**src/rtl/four_pole_ladder_lowpass_top_assert.svh**
```systemverilog
// Assertion macros for the ladder filter.
// The first form checks an implication in the same cycle, the second in the next cycle.
`ifndef FOUR_POLE_LADDER_LOWPASS_TOP_ASSERT_SVH
`define FOUR_POLE_LADDER_LOWPASS_TOP_ASSERT_SVH

`ifndef ASSERT_OFF
`define FPLL_ASSERT_NOW(label, clk, rst_n, ante, cons) \
    label: assert property (@(posedge clk) disable iff (!rst_n) (ante) |-> (cons)) \
        else $error("ladder filter check failed");
`define FPLL_ASSERT_NEXT(label, clk, rst_n, ante, cons) \
    label: assert property (@(posedge clk) disable iff (!rst_n) (ante) |=> (cons)) \
        else $error("ladder filter check failed");
`else
`define FPLL_ASSERT_NOW(label, clk, rst_n, ante, cons)
`define FPLL_ASSERT_NEXT(label, clk, rst_n, ante, cons)
`endif

`endif

```
**src/rtl/fpll_pkg.sv**
```systemverilog
package fpll_pkg;

    localparam int SAMPLE_W    = 16;
    localparam int STATE_W     = 24;
    localparam int CFG_W       = 16;
    localparam int CFG_IDX_W   = 2;
    localparam int STATE_FRAC  = STATE_W - 4;
    localparam int SAMPLE_FRAC = SAMPLE_W - 1;
    localparam int COEF_FRAC   = 16;
    localparam int GAIN_SHIFT  = SAMPLE_FRAC + COEF_FRAC - STATE_FRAC;
    localparam int OUT_SHIFT   = STATE_FRAC - SAMPLE_FRAC;

    // coefficient widths (all unsigned Q.16 but decay)
    localparam int CF_W    = 17;
    localparam int FB_W    = 20;
    localparam int DECAY_W = 18;

    // shared digit-serial multiplier
    localparam int DIGIT_W    = 4;
    localparam int NUM_DIGITS = 6;
    localparam int CNT_W      = $clog2(NUM_DIGITS);
    localparam int OPA_W      = 25;
    localparam int OPB_W      = DIGIT_W * NUM_DIGITS;
    localparam int HI_W       = OPA_W + DIGIT_W + 1;
    localparam int PROD_W     = HI_W + OPB_W - COEF_FRAC;
    localparam int SUM_W      = 40;

    localparam logic [FB_W-1:0]    K_CUT      = 20'd76022;
    localparam logic [FB_W-1:0]    K_RES      = 20'd1003445;
    localparam logic [FB_W-1:0]    K_FB_CURVE = 20'd9830;
    localparam logic [FB_W-1:0]    K_DRIVE    = 20'd22946;
    localparam logic [FB_W-1:0]    K_PREV     = 20'd19661;
    localparam logic [DECAY_W-1:0] COEF_ONE   = 18'h10000;

    // configuration register indexes
    localparam logic [CFG_IDX_W-1:0] REG_GAIN = 2'd0;
    localparam logic [CFG_IDX_W-1:0] REG_CUT  = 2'd1;
    localparam logic [CFG_IDX_W-1:0] REG_RES  = 2'd2;

    // coefficient sequence steps
    localparam logic [3:0] OPC_CUT   = 4'd0;
    localparam logic [3:0] OPC_F2    = 4'd1;
    localparam logic [3:0] OPC_CURVE = 4'd2;
    localparam logic [3:0] OPC_RES   = 4'd3;
    localparam logic [3:0] OPC_FB    = 4'd4;
    localparam logic [3:0] OPC_F4    = 4'd5;
    localparam logic [3:0] OPC_DRIVE = 4'd6;

    // sample sequence steps; steps from OPR_STAGE0 on alternate between the
    // previous-input term (odd) and the decay term (even) of each pole
    localparam logic [3:0] OPR_GAIN   = 4'd0;
    localparam logic [3:0] OPR_FB     = 4'd1;
    localparam logic [3:0] OPR_DRIVE  = 4'd2;
    localparam logic [3:0] OPR_STAGE0 = 4'd3;
    localparam logic [3:0] OPR_LAST   = 4'd10;

    typedef enum logic [1:0] {
        ST_IDLE,
        ST_COEF,
        ST_RUN,
        ST_DRAIN
    } state_t;

    typedef enum logic {
        RND_Q16,
        RND_GAIN
    } rnd_t;

    typedef struct packed {
        logic start;
        rnd_t rnd;
    } mul_ctl_t;

    function automatic logic signed [STATE_W-1:0] sat_state(input logic signed [SUM_W-1:0] v);
        logic signed [SUM_W-1:0] hi;
        logic signed [SUM_W-1:0] lo;
        logic signed [STATE_W-1:0] r;
        hi = SUM_W'((2 ** (STATE_W - 1)) - 1);
        lo = -hi - SUM_W'(1);
        if (v > hi) begin
            r = hi[STATE_W-1:0];
        end else if (v < lo) begin
            r = lo[STATE_W-1:0];
        end else begin
            r = v[STATE_W-1:0];
        end
        return r;
    endfunction

endpackage

```
**src/rtl/fpll_mul.sv**
```systemverilog
module fpll_mul (
    input  logic                                 aclk,
    input  logic                                 aresetn,
    input  fpll_pkg::mul_ctl_t                   ctl,
    input  logic signed [fpll_pkg::OPA_W-1:0]    a_in,
    input  logic signed [fpll_pkg::OPB_W-1:0]    b_in,
    output logic                                 done,
    output logic signed [fpll_pkg::PROD_W-1:0]   result
);
    import fpll_pkg::*;

    logic signed [OPA_W-1:0]  a_reg, a_next;
    logic signed [OPB_W-1:0]  b_reg, b_next;
    logic signed [HI_W-1:0]   hi_reg, hi_next;
    logic [OPB_W-1:0]         lo_reg, lo_next;
    logic [CNT_W-1:0]         cnt_reg, cnt_next;
    logic                     run_reg, run_next;
    logic                     fin_reg, fin_next;
    logic                     done_reg, done_next;
    rnd_t                     rnd_reg, rnd_next;
    logic signed [PROD_W-1:0] result_reg, result_next;

    logic                     last;
    logic signed [DIGIT_W:0]  digit;
    logic signed [HI_W-1:0]   pp;
    logic signed [HI_W-1:0]   sum;
    logic signed [PROD_W-1:0] q16;
    logic signed [PROD_W-1:0] qgain;

    // top digit of the multiplier carries the sign
    assign last  = (cnt_reg == CNT_W'(NUM_DIGITS - 1));
    assign digit = last ? $signed({b_reg[DIGIT_W-1], b_reg[DIGIT_W-1:0]})
                        : $signed({1'b0, b_reg[DIGIT_W-1:0]});
    assign pp    = a_reg * digit;
    assign sum   = hi_reg + pp;

    // round half up: drop fraction bits, add back the first dropped bit
    assign q16   = $signed({hi_reg, lo_reg[OPB_W-1:COEF_FRAC]})
                 + $signed({{(PROD_W-1){1'b0}}, lo_reg[COEF_FRAC-1]});
    assign qgain = $signed({hi_reg[PROD_W-(OPB_W-GAIN_SHIFT)-1:0], lo_reg[OPB_W-1:GAIN_SHIFT]})
                 + $signed({{(PROD_W-1){1'b0}}, lo_reg[GAIN_SHIFT-1]});

    always_comb begin
        a_next      = a_reg;
        b_next      = b_reg;
        hi_next     = hi_reg;
        lo_next     = lo_reg;
        cnt_next    = cnt_reg;
        run_next    = run_reg;
        rnd_next    = rnd_reg;
        fin_next    = 1'b0;
        done_next   = fin_reg;
        result_next = result_reg;
        if (ctl.start) begin
            a_next   = a_in;
            b_next   = b_in;
            hi_next  = '0;
            lo_next  = '0;
            cnt_next = '0;
            rnd_next = ctl.rnd;
            run_next = 1'b1;
        end else if (run_reg) begin
            hi_next  = sum >>> DIGIT_W;
            lo_next  = {sum[DIGIT_W-1:0], lo_reg[OPB_W-1:DIGIT_W]};
            b_next   = b_reg >>> DIGIT_W;
            cnt_next = cnt_reg + CNT_W'(1);
            if (last) begin
                run_next = 1'b0;
                fin_next = 1'b1;
            end
        end
        if (fin_reg) begin
            result_next = (rnd_reg == RND_GAIN) ? qgain : q16;
        end
    end

    always_ff @(posedge aclk) begin
        if (!aresetn) begin
            cnt_reg  <= '0;
            run_reg  <= 1'b0;
            fin_reg  <= 1'b0;
            done_reg <= 1'b0;
            rnd_reg  <= RND_Q16;
        end else begin
            cnt_reg  <= cnt_next;
            run_reg  <= run_next;
            fin_reg  <= fin_next;
            done_reg <= done_next;
            rnd_reg  <= rnd_next;
        end
        a_reg      <= a_next;
        b_reg      <= b_next;
        hi_reg     <= hi_next;
        lo_reg     <= lo_next;
        result_reg <= result_next;
    end

    assign done   = done_reg;
    assign result = result_reg;

endmodule

```
**src/rtl/four_pole_ladder_lowpass_top.sv**
```systemverilog
// Resonant four-pole ladder low-pass filter, one 16-bit sample in, one out. All
// multiplies run on one shared multiplier that eats the coefficient four bits per
// cycle. A sample needs 11 multiplies (gain, feedback, drive, two per pole), so
// s_tready stays low until they are done and the result has moved to the output
// register. A finished sample sits in the output register, so the next beat can
// be taken while it waits. Any register write recomputes the coefficients
// (7 multiplies) with s_tready low; the same pass runs once after reset.
// Registers: 0 input gain, 1 cutoff, 2 resonance, each an unsigned Q0.16
// fraction; write only while no sample is in flight.
`include "four_pole_ladder_lowpass_top_assert.svh"

module four_pole_ladder_lowpass_top (
    input  logic                              aclk,
    input  logic                              aresetn,
    input  logic                              cfg_wr_en,
    input  logic [fpll_pkg::CFG_IDX_W-1:0]    cfg_index,
    input  logic [fpll_pkg::CFG_W-1:0]        cfg_wdata,
    input  logic                              s_tvalid,
    output logic                              s_tready,
    input  logic [fpll_pkg::SAMPLE_W-1:0]     s_tdata,   // [15:0] sample_in
    output logic                              m_tvalid,
    input  logic                              m_tready,
    output logic [fpll_pkg::SAMPLE_W-1:0]     m_tdata    // [15:0] sample_out
);
    import fpll_pkg::*;

    state_t state_reg, state_next;
    logic [3:0] op_reg, op_next;
    logic       pend_reg, pend_next;
    logic       dirty_reg, dirty_next;
    logic       m_valid_reg, m_valid_next;
    logic [SAMPLE_W-1:0] out_reg, out_next;

    logic [CFG_W-1:0] gain_reg, gain_next;
    logic [CFG_W-1:0] cut_reg, cut_next;
    logic [CFG_W-1:0] res_reg, res_next;

    logic [CF_W-1:0]            f_reg, f_next;
    logic [CF_W-1:0]            f2_reg, f2_next;
    logic [CF_W-1:0]            shape_reg, shape_next;
    logic [FB_W-1:0]            fb_reg, fb_next;
    logic [CF_W-1:0]            drive_reg, drive_next;
    logic signed [DECAY_W-1:0]  decay_reg, decay_next;

    logic signed [SAMPLE_W-1:0] sample_reg, sample_next;
    logic signed [STATE_W-1:0]  x_reg, x_next;
    logic signed [STATE_W-1:0]  tmp_reg, tmp_next;
    logic signed [STATE_W-1:0]  si_reg [4];
    logic signed [STATE_W-1:0]  si_next [4];
    logic signed [STATE_W-1:0]  so_reg [4];
    logic signed [STATE_W-1:0]  so_next [4];

    mul_ctl_t                   mul_ctl;
    logic signed [OPA_W-1:0]    mul_a;
    logic signed [OPB_W-1:0]    mul_b;
    logic                       mul_done;
    logic signed [PROD_W-1:0]   mul_res;

    logic                       accept;
    logic                       out_free;
    logic signed [STATE_W-1:0]  y;
    logic signed [STATE_W-OUT_SHIFT:0] o_wide;
    logic signed [STATE_W-OUT_SHIFT:0] o_max;
    logic signed [STATE_W-OUT_SHIFT:0] o_min;
    logic [SAMPLE_W-1:0]        o_sat;

    fpll_mul u_mul (
        .aclk    (aclk),
        .aresetn (aresetn),
        .ctl     (mul_ctl),
        .a_in    (mul_a),
        .b_in    (mul_b),
        .done    (mul_done),
        .result  (mul_res)
    );

    assign accept   = s_tvalid && s_tready;
    assign out_free = !m_valid_reg || m_tready;

    // next state
    always_comb begin
        state_next = state_reg;
        case (state_reg)
            ST_IDLE: begin
                if (dirty_reg) begin
                    state_next = ST_COEF;
                end else if (s_tvalid) begin
                    state_next = ST_RUN;
                end
            end
            ST_COEF: begin
                if (mul_done && op_reg == OPC_DRIVE) begin
                    state_next = ST_IDLE;
                end
            end
            ST_RUN: begin
                if (mul_done && op_reg == OPR_LAST) begin
                    state_next = ST_DRAIN;
                end
            end
            ST_DRAIN: begin
                if (out_free) begin
                    state_next = ST_IDLE;
                end
            end
            default: state_next = ST_IDLE;
        endcase
    end

    // FSM outputs
    always_comb begin
        s_tready      = 1'b0;
        mul_ctl.start = 1'b0;
        mul_ctl.rnd   = RND_Q16;
        case (state_reg)
            ST_IDLE: s_tready = !dirty_reg;
            ST_COEF: mul_ctl.start = !pend_reg;
            ST_RUN: begin
                mul_ctl.start = !pend_reg;
                if (op_reg == OPR_GAIN) begin
                    mul_ctl.rnd = RND_GAIN;
                end
            end
            ST_DRAIN: s_tready = 1'b0;
            default: s_tready = 1'b0;
        endcase
    end

    // multiplier operands
    always_comb begin
        mul_a = '0;
        mul_b = '0;
        if (state_reg == ST_COEF) begin
            case (op_reg)
                OPC_CUT: begin
                    mul_a = OPA_W'(K_CUT);
                    mul_b = OPB_W'(cut_reg);
                end
                OPC_F2: begin
                    mul_a = OPA_W'(f_reg);
                    mul_b = OPB_W'(f_reg);
                end
                OPC_CURVE: begin
                    mul_a = OPA_W'(K_FB_CURVE);
                    mul_b = OPB_W'(f2_reg);
                end
                OPC_RES: begin
                    mul_a = OPA_W'(K_RES);
                    mul_b = OPB_W'(res_reg);
                end
                OPC_FB: begin
                    mul_a = OPA_W'(fb_reg);
                    mul_b = OPB_W'(shape_reg);
                end
                OPC_F4: begin
                    mul_a = OPA_W'(f2_reg);
                    mul_b = OPB_W'(f2_reg);
                end
                OPC_DRIVE: begin
                    mul_a = OPA_W'(K_DRIVE);
                    mul_b = OPB_W'(drive_reg);
                end
                default: begin
                    mul_a = '0;
                    mul_b = '0;
                end
            endcase
        end else if (state_reg == ST_RUN) begin
            case (op_reg)
                OPR_GAIN: begin
                    mul_a = OPA_W'(sample_reg);
                    mul_b = OPB_W'(gain_reg);
                end
                OPR_FB: begin
                    mul_a = OPA_W'(so_reg[3]);
                    mul_b = OPB_W'(fb_reg);
                end
                OPR_DRIVE: begin
                    mul_a = OPA_W'(x_reg);
                    mul_b = OPB_W'(drive_reg);
                end
                default: begin
                    // current pole always sits at the head of the stage lines
                    if (op_reg[0]) begin
                        mul_a = OPA_W'(si_reg[0]);
                        mul_b = OPB_W'(K_PREV);
                    end else begin
                        mul_a = OPA_W'(so_reg[0]);
                        mul_b = OPB_W'(decay_reg);
                    end
                end
            endcase
        end
    end

    // output rounding and saturation from the last pole's output
    assign o_wide = $signed(x_reg[STATE_W-1:OUT_SHIFT])
                  + $signed({1'b0, x_reg[OUT_SHIFT-1]});
    assign o_max  = (STATE_W-OUT_SHIFT+1)'((2 ** (SAMPLE_W - 1)) - 1);
    assign o_min  = -o_max - (STATE_W-OUT_SHIFT+1)'(1);

    always_comb begin
        if (o_wide > o_max) begin
            o_sat = o_max[SAMPLE_W-1:0];
        end else if (o_wide < o_min) begin
            o_sat = o_min[SAMPLE_W-1:0];
        end else begin
            o_sat = o_wide[SAMPLE_W-1:0];
        end
    end

    assign y = sat_state(SUM_W'(x_reg) + SUM_W'(tmp_reg) + SUM_W'(mul_res));

    // datapath and sequencing
    always_comb begin
        op_next      = op_reg;
        pend_next    = pend_reg;
        dirty_next   = dirty_reg;
        m_valid_next = m_valid_reg;
        out_next     = out_reg;
        gain_next    = gain_reg;
        cut_next     = cut_reg;
        res_next     = res_reg;
        f_next       = f_reg;
        f2_next      = f2_reg;
        shape_next   = shape_reg;
        fb_next      = fb_reg;
        drive_next   = drive_reg;
        decay_next   = decay_reg;
        sample_next  = sample_reg;
        x_next       = x_reg;
        tmp_next     = tmp_reg;
        for (int i = 0; i < 4; i++) begin
            si_next[i] = si_reg[i];
            so_next[i] = so_reg[i];
        end

        if (state_reg == ST_IDLE) begin
            op_next   = '0;
            pend_next = 1'b0;
            if (dirty_reg) begin
                dirty_next = 1'b0;
            end
        end
        if (mul_ctl.start) begin
            pend_next = 1'b1;
        end
        if (mul_done) begin
            pend_next = 1'b0;
            op_next   = op_reg + 4'd1;
        end

        if (cfg_wr_en) begin
            dirty_next = 1'b1;
            case (cfg_index)
                REG_GAIN: gain_next = cfg_wdata;
                REG_CUT:  cut_next  = cfg_wdata;
                REG_RES:  res_next  = cfg_wdata;
                default:  gain_next = gain_reg;
            endcase
        end

        if (accept) begin
            sample_next = s_tdata;
        end

        if (mul_done && state_reg == ST_COEF) begin
            case (op_reg)
                OPC_CUT: begin
                    f_next     = mul_res[CF_W-1:0];
                    decay_next = $signed(COEF_ONE) - $signed({1'b0, mul_res[CF_W-1:0]});
                end
                OPC_F2:    f2_next    = mul_res[CF_W-1:0];
                OPC_CURVE: shape_next = COEF_ONE[CF_W-1:0] - mul_res[CF_W-1:0];
                OPC_RES:   fb_next    = mul_res[FB_W-1:0];
                OPC_FB:    fb_next    = mul_res[FB_W-1:0];
                OPC_F4:    drive_next = mul_res[CF_W-1:0];
                OPC_DRIVE: drive_next = mul_res[CF_W-1:0];
                default:   f_next     = f_reg;
            endcase
        end

        if (mul_done && state_reg == ST_RUN) begin
            case (op_reg)
                OPR_GAIN:  x_next = sat_state(SUM_W'(mul_res));
                OPR_FB:    x_next = sat_state(SUM_W'(x_reg) - SUM_W'(mul_res));
                OPR_DRIVE: x_next = sat_state(SUM_W'(mul_res));
                default: begin
                    if (op_reg[0]) begin
                        tmp_next = mul_res[STATE_W-1:0];
                    end else begin
                        // pole done: rotate stage lines so the next pole is at the head
                        for (int i = 0; i < 3; i++) begin
                            si_next[i] = si_reg[i+1];
                            so_next[i] = so_reg[i+1];
                        end
                        si_next[3] = x_reg;
                        so_next[3] = y;
                        x_next     = y;
                    end
                end
            endcase
        end

        if (state_reg == ST_DRAIN && out_free) begin
            m_valid_next = 1'b1;
            out_next     = o_sat;
        end else if (m_tready) begin
            m_valid_next = 1'b0;
        end
    end

    always_ff @(posedge aclk) begin
        if (!aresetn) begin
            state_reg   <= ST_IDLE;
            op_reg      <= '0;
            pend_reg    <= 1'b0;
            dirty_reg   <= 1'b1;
            m_valid_reg <= 1'b0;
            gain_reg    <= '0;
            cut_reg     <= '0;
            res_reg     <= '0;
            for (int i = 0; i < 4; i++) begin
                si_reg[i] <= '0;
                so_reg[i] <= '0;
            end
        end else begin
            state_reg   <= state_next;
            op_reg      <= op_next;
            pend_reg    <= pend_next;
            dirty_reg   <= dirty_next;
            m_valid_reg <= m_valid_next;
            gain_reg    <= gain_next;
            cut_reg     <= cut_next;
            res_reg     <= res_next;
            for (int i = 0; i < 4; i++) begin
                si_reg[i] <= si_next[i];
                so_reg[i] <= so_next[i];
            end
        end
        out_reg    <= out_next;
        f_reg      <= f_next;
        f2_reg     <= f2_next;
        shape_reg  <= shape_next;
        fb_reg     <= fb_next;
        drive_reg  <= drive_next;
        decay_reg  <= decay_next;
        sample_reg <= sample_next;
        x_reg      <= x_next;
        tmp_reg    <= tmp_next;
    end

    assign m_tvalid = m_valid_reg;
    assign m_tdata  = out_reg;

    `FPLL_ASSERT_NEXT(a_accept_starts_run, aclk, aresetn, accept, state_reg == ST_RUN)
    `FPLL_ASSERT_NOW(a_mul_done_in_seq, aclk, aresetn, mul_done, state_reg == ST_COEF || state_reg == ST_RUN)
    `FPLL_ASSERT_NOW(a_run_op_bound, aclk, aresetn, state_reg == ST_RUN, op_reg <= OPR_LAST)
    `FPLL_ASSERT_NEXT(a_cfg_blocks_input, aclk, aresetn, cfg_wr_en, !s_tready)

endmodule

```
**config.mk**
```make
export PLATFORM = sky130hd
export DESIGN_NAME = four_pole_ladder_lowpass_top
export DESIGN_NICKNAME = d
export VERILOG_FILES = /design/src/rtl/fpll_pkg.sv /design/src/rtl/fpll_mul.sv /design/src/rtl/four_pole_ladder_lowpass_top.sv
export VERILOG_INCLUDE_DIRS = /design/src /design/src/rtl
export SDC_FILE = /design/constraint.sdc
export NUM_CORES = 2
export LEC_CHECK = 0
export CORE_ASPECT_RATIO = 1.4
export CORE_MARGIN = 8
export CORE_UTILIZATION = 45
export DETAILED_ROUTE_END_ITERATION = 6
export DONT_BUFFER_PORTS = 1
export GPL_TIMING_DRIVEN = 1
export REMOVE_ABC_BUFFERS = 1
export SLEW_MARGIN = 40
export SYNTH_ARGS = -nofsm -noshare
export SYNTH_HDL_FRONTEND = slang
export SYNTH_SLANG_ARGS = --single-unit
```
**constraint.sdc**
```tcl
create_clock -name aclk -period 7 [get_ports aclk]
set_clock_uncertainty 0.1 [all_clocks]
set_input_delay 0.35 -clock aclk [delete_from_list [all_inputs] [get_ports aclk]]
set_output_delay 0.35 -clock aclk [all_outputs]
set_load 0.05 [all_outputs]
```
==> results.md <==
- Distinct cells, synth: 81
- H-tree levels: 2
- Critical Path RT: 7410 ps
- Die ar.: 86100 µm²
- Port bufs: 0
- Largest area contributor in the netlist: edfxtp_1
- Share of the yosys chip area belonging to registers: 40.5%
- Worst R2R Path Depth: 18
- GP Congestion: 0.926
- Fin util: 49.7%
- Worst slew margin: 39.5%
- Top delay family on crit path: adder cells
- Status: finished with violations
- Dpl cells: 4600
- Worst path bufs/invs: 1
- WS Path Type: reg -> reg
- Worst Setup Start Kind: flop
- Cell Count, Final, Fillers Out: 4751
- Gr usage total: 23.8%
- Commonest cells post-synth: nand2_1, a21oi_1, dfxtp_1
- First-pass GRT wire length: 161 mm
- Hold Crit Depth: 2
- Number of synthesized register bits: 565
- VDD IR-drop max: 391 µV
- Initial antenna violation count: 0
- Post-route cell area: 37900 µm²
- Reg2reg end: u_mul.hi_reg[24]
- Starting density of the core: 45.3%
- Post-synthesis simple-gate area fraction: 16.9%
- Worst reg-to-reg setup slack: 940 ps
- Skew-Pair Late Insertion Delay: 650 ps
- Placed inst area: 35500 µm²
- Layout cells sized above 1: 6.17%
- Seq. cell area: 14000 µm²
- CTS Root Cell: clkbuf_16
- Number of flops mapped to enable cells by yosys: 269
- Final min period: 6060 ps
- Max-cap violations: 0
- Clock-pin transition on the worst setup and hold timing paths: 70 ps
- DR iter-0 viols: 2451
- Failing checks: DRC
- Crit Path Max Fanout: 24
- Tcrit/Tclk final: 86.6%
- Mapped Area: 34600 µm²
- Synth top area share: 23.4%
- Largest family of logic cells by synthesized area: compound AO/OA/AOI/OAI gates
- Final antenna-violating net count: 0
- Reg-to-reg startpoint: u_mul.b_reg[1]
- Peak Freq: 165 MHz
- Post-route DRC: 1
- Largest stage delay, worst path: 880 ps
- Cell mode on critical path: fa_1
- Post-Synth Adder-Cell Area: 13.7%
- Final Hold Vio Count: 0
- Crit-path slowest cell: edfxtp_1
- Final setup fails: 0
- Pre-CTS WS: 962 ps
- Final worst slack: 935 ps
- Final slew viol count: 0
- Power Density: 384 nW/µm²
- Setup TNS: 0 ps
- Cell Chain, Critical Path: nand2_1, fa_1, fa_1, fa_1, fa_1, inv_1, ha_1, a21o_1, a211oi_1, o21ai_0, a21o_1, a21oi_1, o31ai_1, a2111oi_0, o41ai_1, xor2_1, mux2i_1, nor2_1
- Core area: 76300 µm²
- CP Depth: 18
- Synthesized area per cell: 9.12 µm²
- Slew at the pin closest to its max-slew limit: 898 ps
- Final WL: 105 mm
- Multi-input combinational cell area: 18900 µm²
- Vias in the first global route: 27100
- Yosys warnings: 0
- Ys async rst share: 0%
- Routed vias: 27800
- WHS: 20.6 ps
- Worst Setup SP: u_mul.b_reg[1]
- Critical path arrival: 6480 ps
- Post-DP HPWL: 75.6 mm
- Lkg Pwr: 14.0 nW
- DIE WIDTH: 250 µm
- Mapped Cells: 3791
- Most used DFF post-synth: dfxtp_1
- Worst min-delay path category: in -> reg
- DRT Pass-1 Iters: 7
- Post-DR vias/cell: 5.86
- Pin count of the biggest net entering global routing: 194
- Inserted Clock Buffers: 57
- Die Y: 344 µm
- Mux share of post-synthesis cell area: 1.84%
- Final #Nets: 4057
- Synth top area cells: edfxtp_1, dfxtp_1, fa_1
- Hold path startpoint: aresetn
- Row cnt: 120
- Number of fillers in the final layout: 7217
- Setup repair after global routing missed its margin: no
- Min-Delay Endpoint: so_reg[0][23]
- I/O pins: 57
- Layout area overhead: 9.58%
- Total Power: 14.6 mW
- Global route total overflow: 0
- TritonCTS clock tree: yes
- Post-DR wirelength/cell: 22.1 µm
- Max Buffers Root-to-Sink: 3
- CP Capture Type: flop
- CTS sink count: 565
- Synth Area in Compound Gates: 17.3%
- Top-count cell post-synth: nand2_1
- Synth Area in XOR/XNOR: 4.76%
## worst max path at each step
stage,to,slack [ps]
global placement,u_mul.hi_reg[24],1050
global route,u_mul.hi_reg[24],550
detailed placement,u_mul.hi_reg[24],960
CTS,u_mul.hi_reg[24],940
floorplan,so_reg[3][0],-7440
finish,u_mul.hi_reg[24],940
## layer usage
layer | vias up | global-route usage (%) | wire, µm
li1 | 13200 | - | -
met1 | 13700 | 28.0 | 41400
met2 | 769 | 42.4 | 52800
met3 | 231 | 2.62 | 4630
met4 | 0 | 13.2 | 6370
met5 | - | 0 | 0
## repair_timing
item / in CTS / in global routing
setup buffers: 0 / 0
resized for setup: 0 / 0
hold buffers: 39 / 0
endpoints found under the setup margin: 0 / 0
hold endpoints to repair: 94 / 0
## worst reg2reg max path, stage by stage, from the launching register on
cell	delay, ps
edfxtp_1	880
nand2_1	170
fa_1	560
fa_1	450
fa_1	520
fa_1	510
inv_1	60
ha_1	280
a21o_1	190
a211oi_1	320
o21ai_0	190
a21o_1	200
a21oi_1	330
o31ai_1	240
a2111oi_0	430
o41ai_1	150
xor2_1	150
mux2i_1	140
nor2_1	50
## kinds of logic after synthesis
family                   count (synthesis)
multiplexers                            63
AO/OA/AOI/OAI                          942
AND/OR/NAND/NOR                       1289
flip-flops                             565
XOR/XNOR                               188
adder cells (fa/ha/maj)                293
buffers and inverters                  451
## report_power, final
| group | total (mW) | internal (mW) | switching, mW | leakage (nW) |
|---|---|---|---|---|
| logic | 7.11 | 3.07 | 4.05 | 8.20 |
| registers | 4.29 | 3.83 | 0.455 | 4.86 |
| clock network | 3.15 | 1.79 | 1.36 | 0.924 |
| total | 14.6 | 8.69 | 5.86 | 14.0 |
## placed cells by master, fill, tap and decap left out, drive strengths merged, types with 39 or more instances in the layout
cell type and count:
a21o 50, a21oi 416, a222oi 67, and2 100
and3 39, buf 57, clkbuf 83, dfxtp 296
edfxtp 269, fa 141, ha 152, inv 234
mux2i 59, nand2 685, nand3 55, nor2 190
nor2b 42, nor3 56, o21ai 193, xnor2 121
xor2 67
## cell type report
class | count | area share [%]
Timing Repair Buffer | 95 | 2.43
Clock buffer | 83 | 4.35
Antenna cell | 1 | 0.00661
Tap cell | 976 | 3.22
Inverter | 231 | 2.30
Clock inverter | 25 | 0.700
Sequential cell | 565 | 37.0
Multi-Input combinational cell | 2775 | 50.0
(Power assumes the default switching activity.)
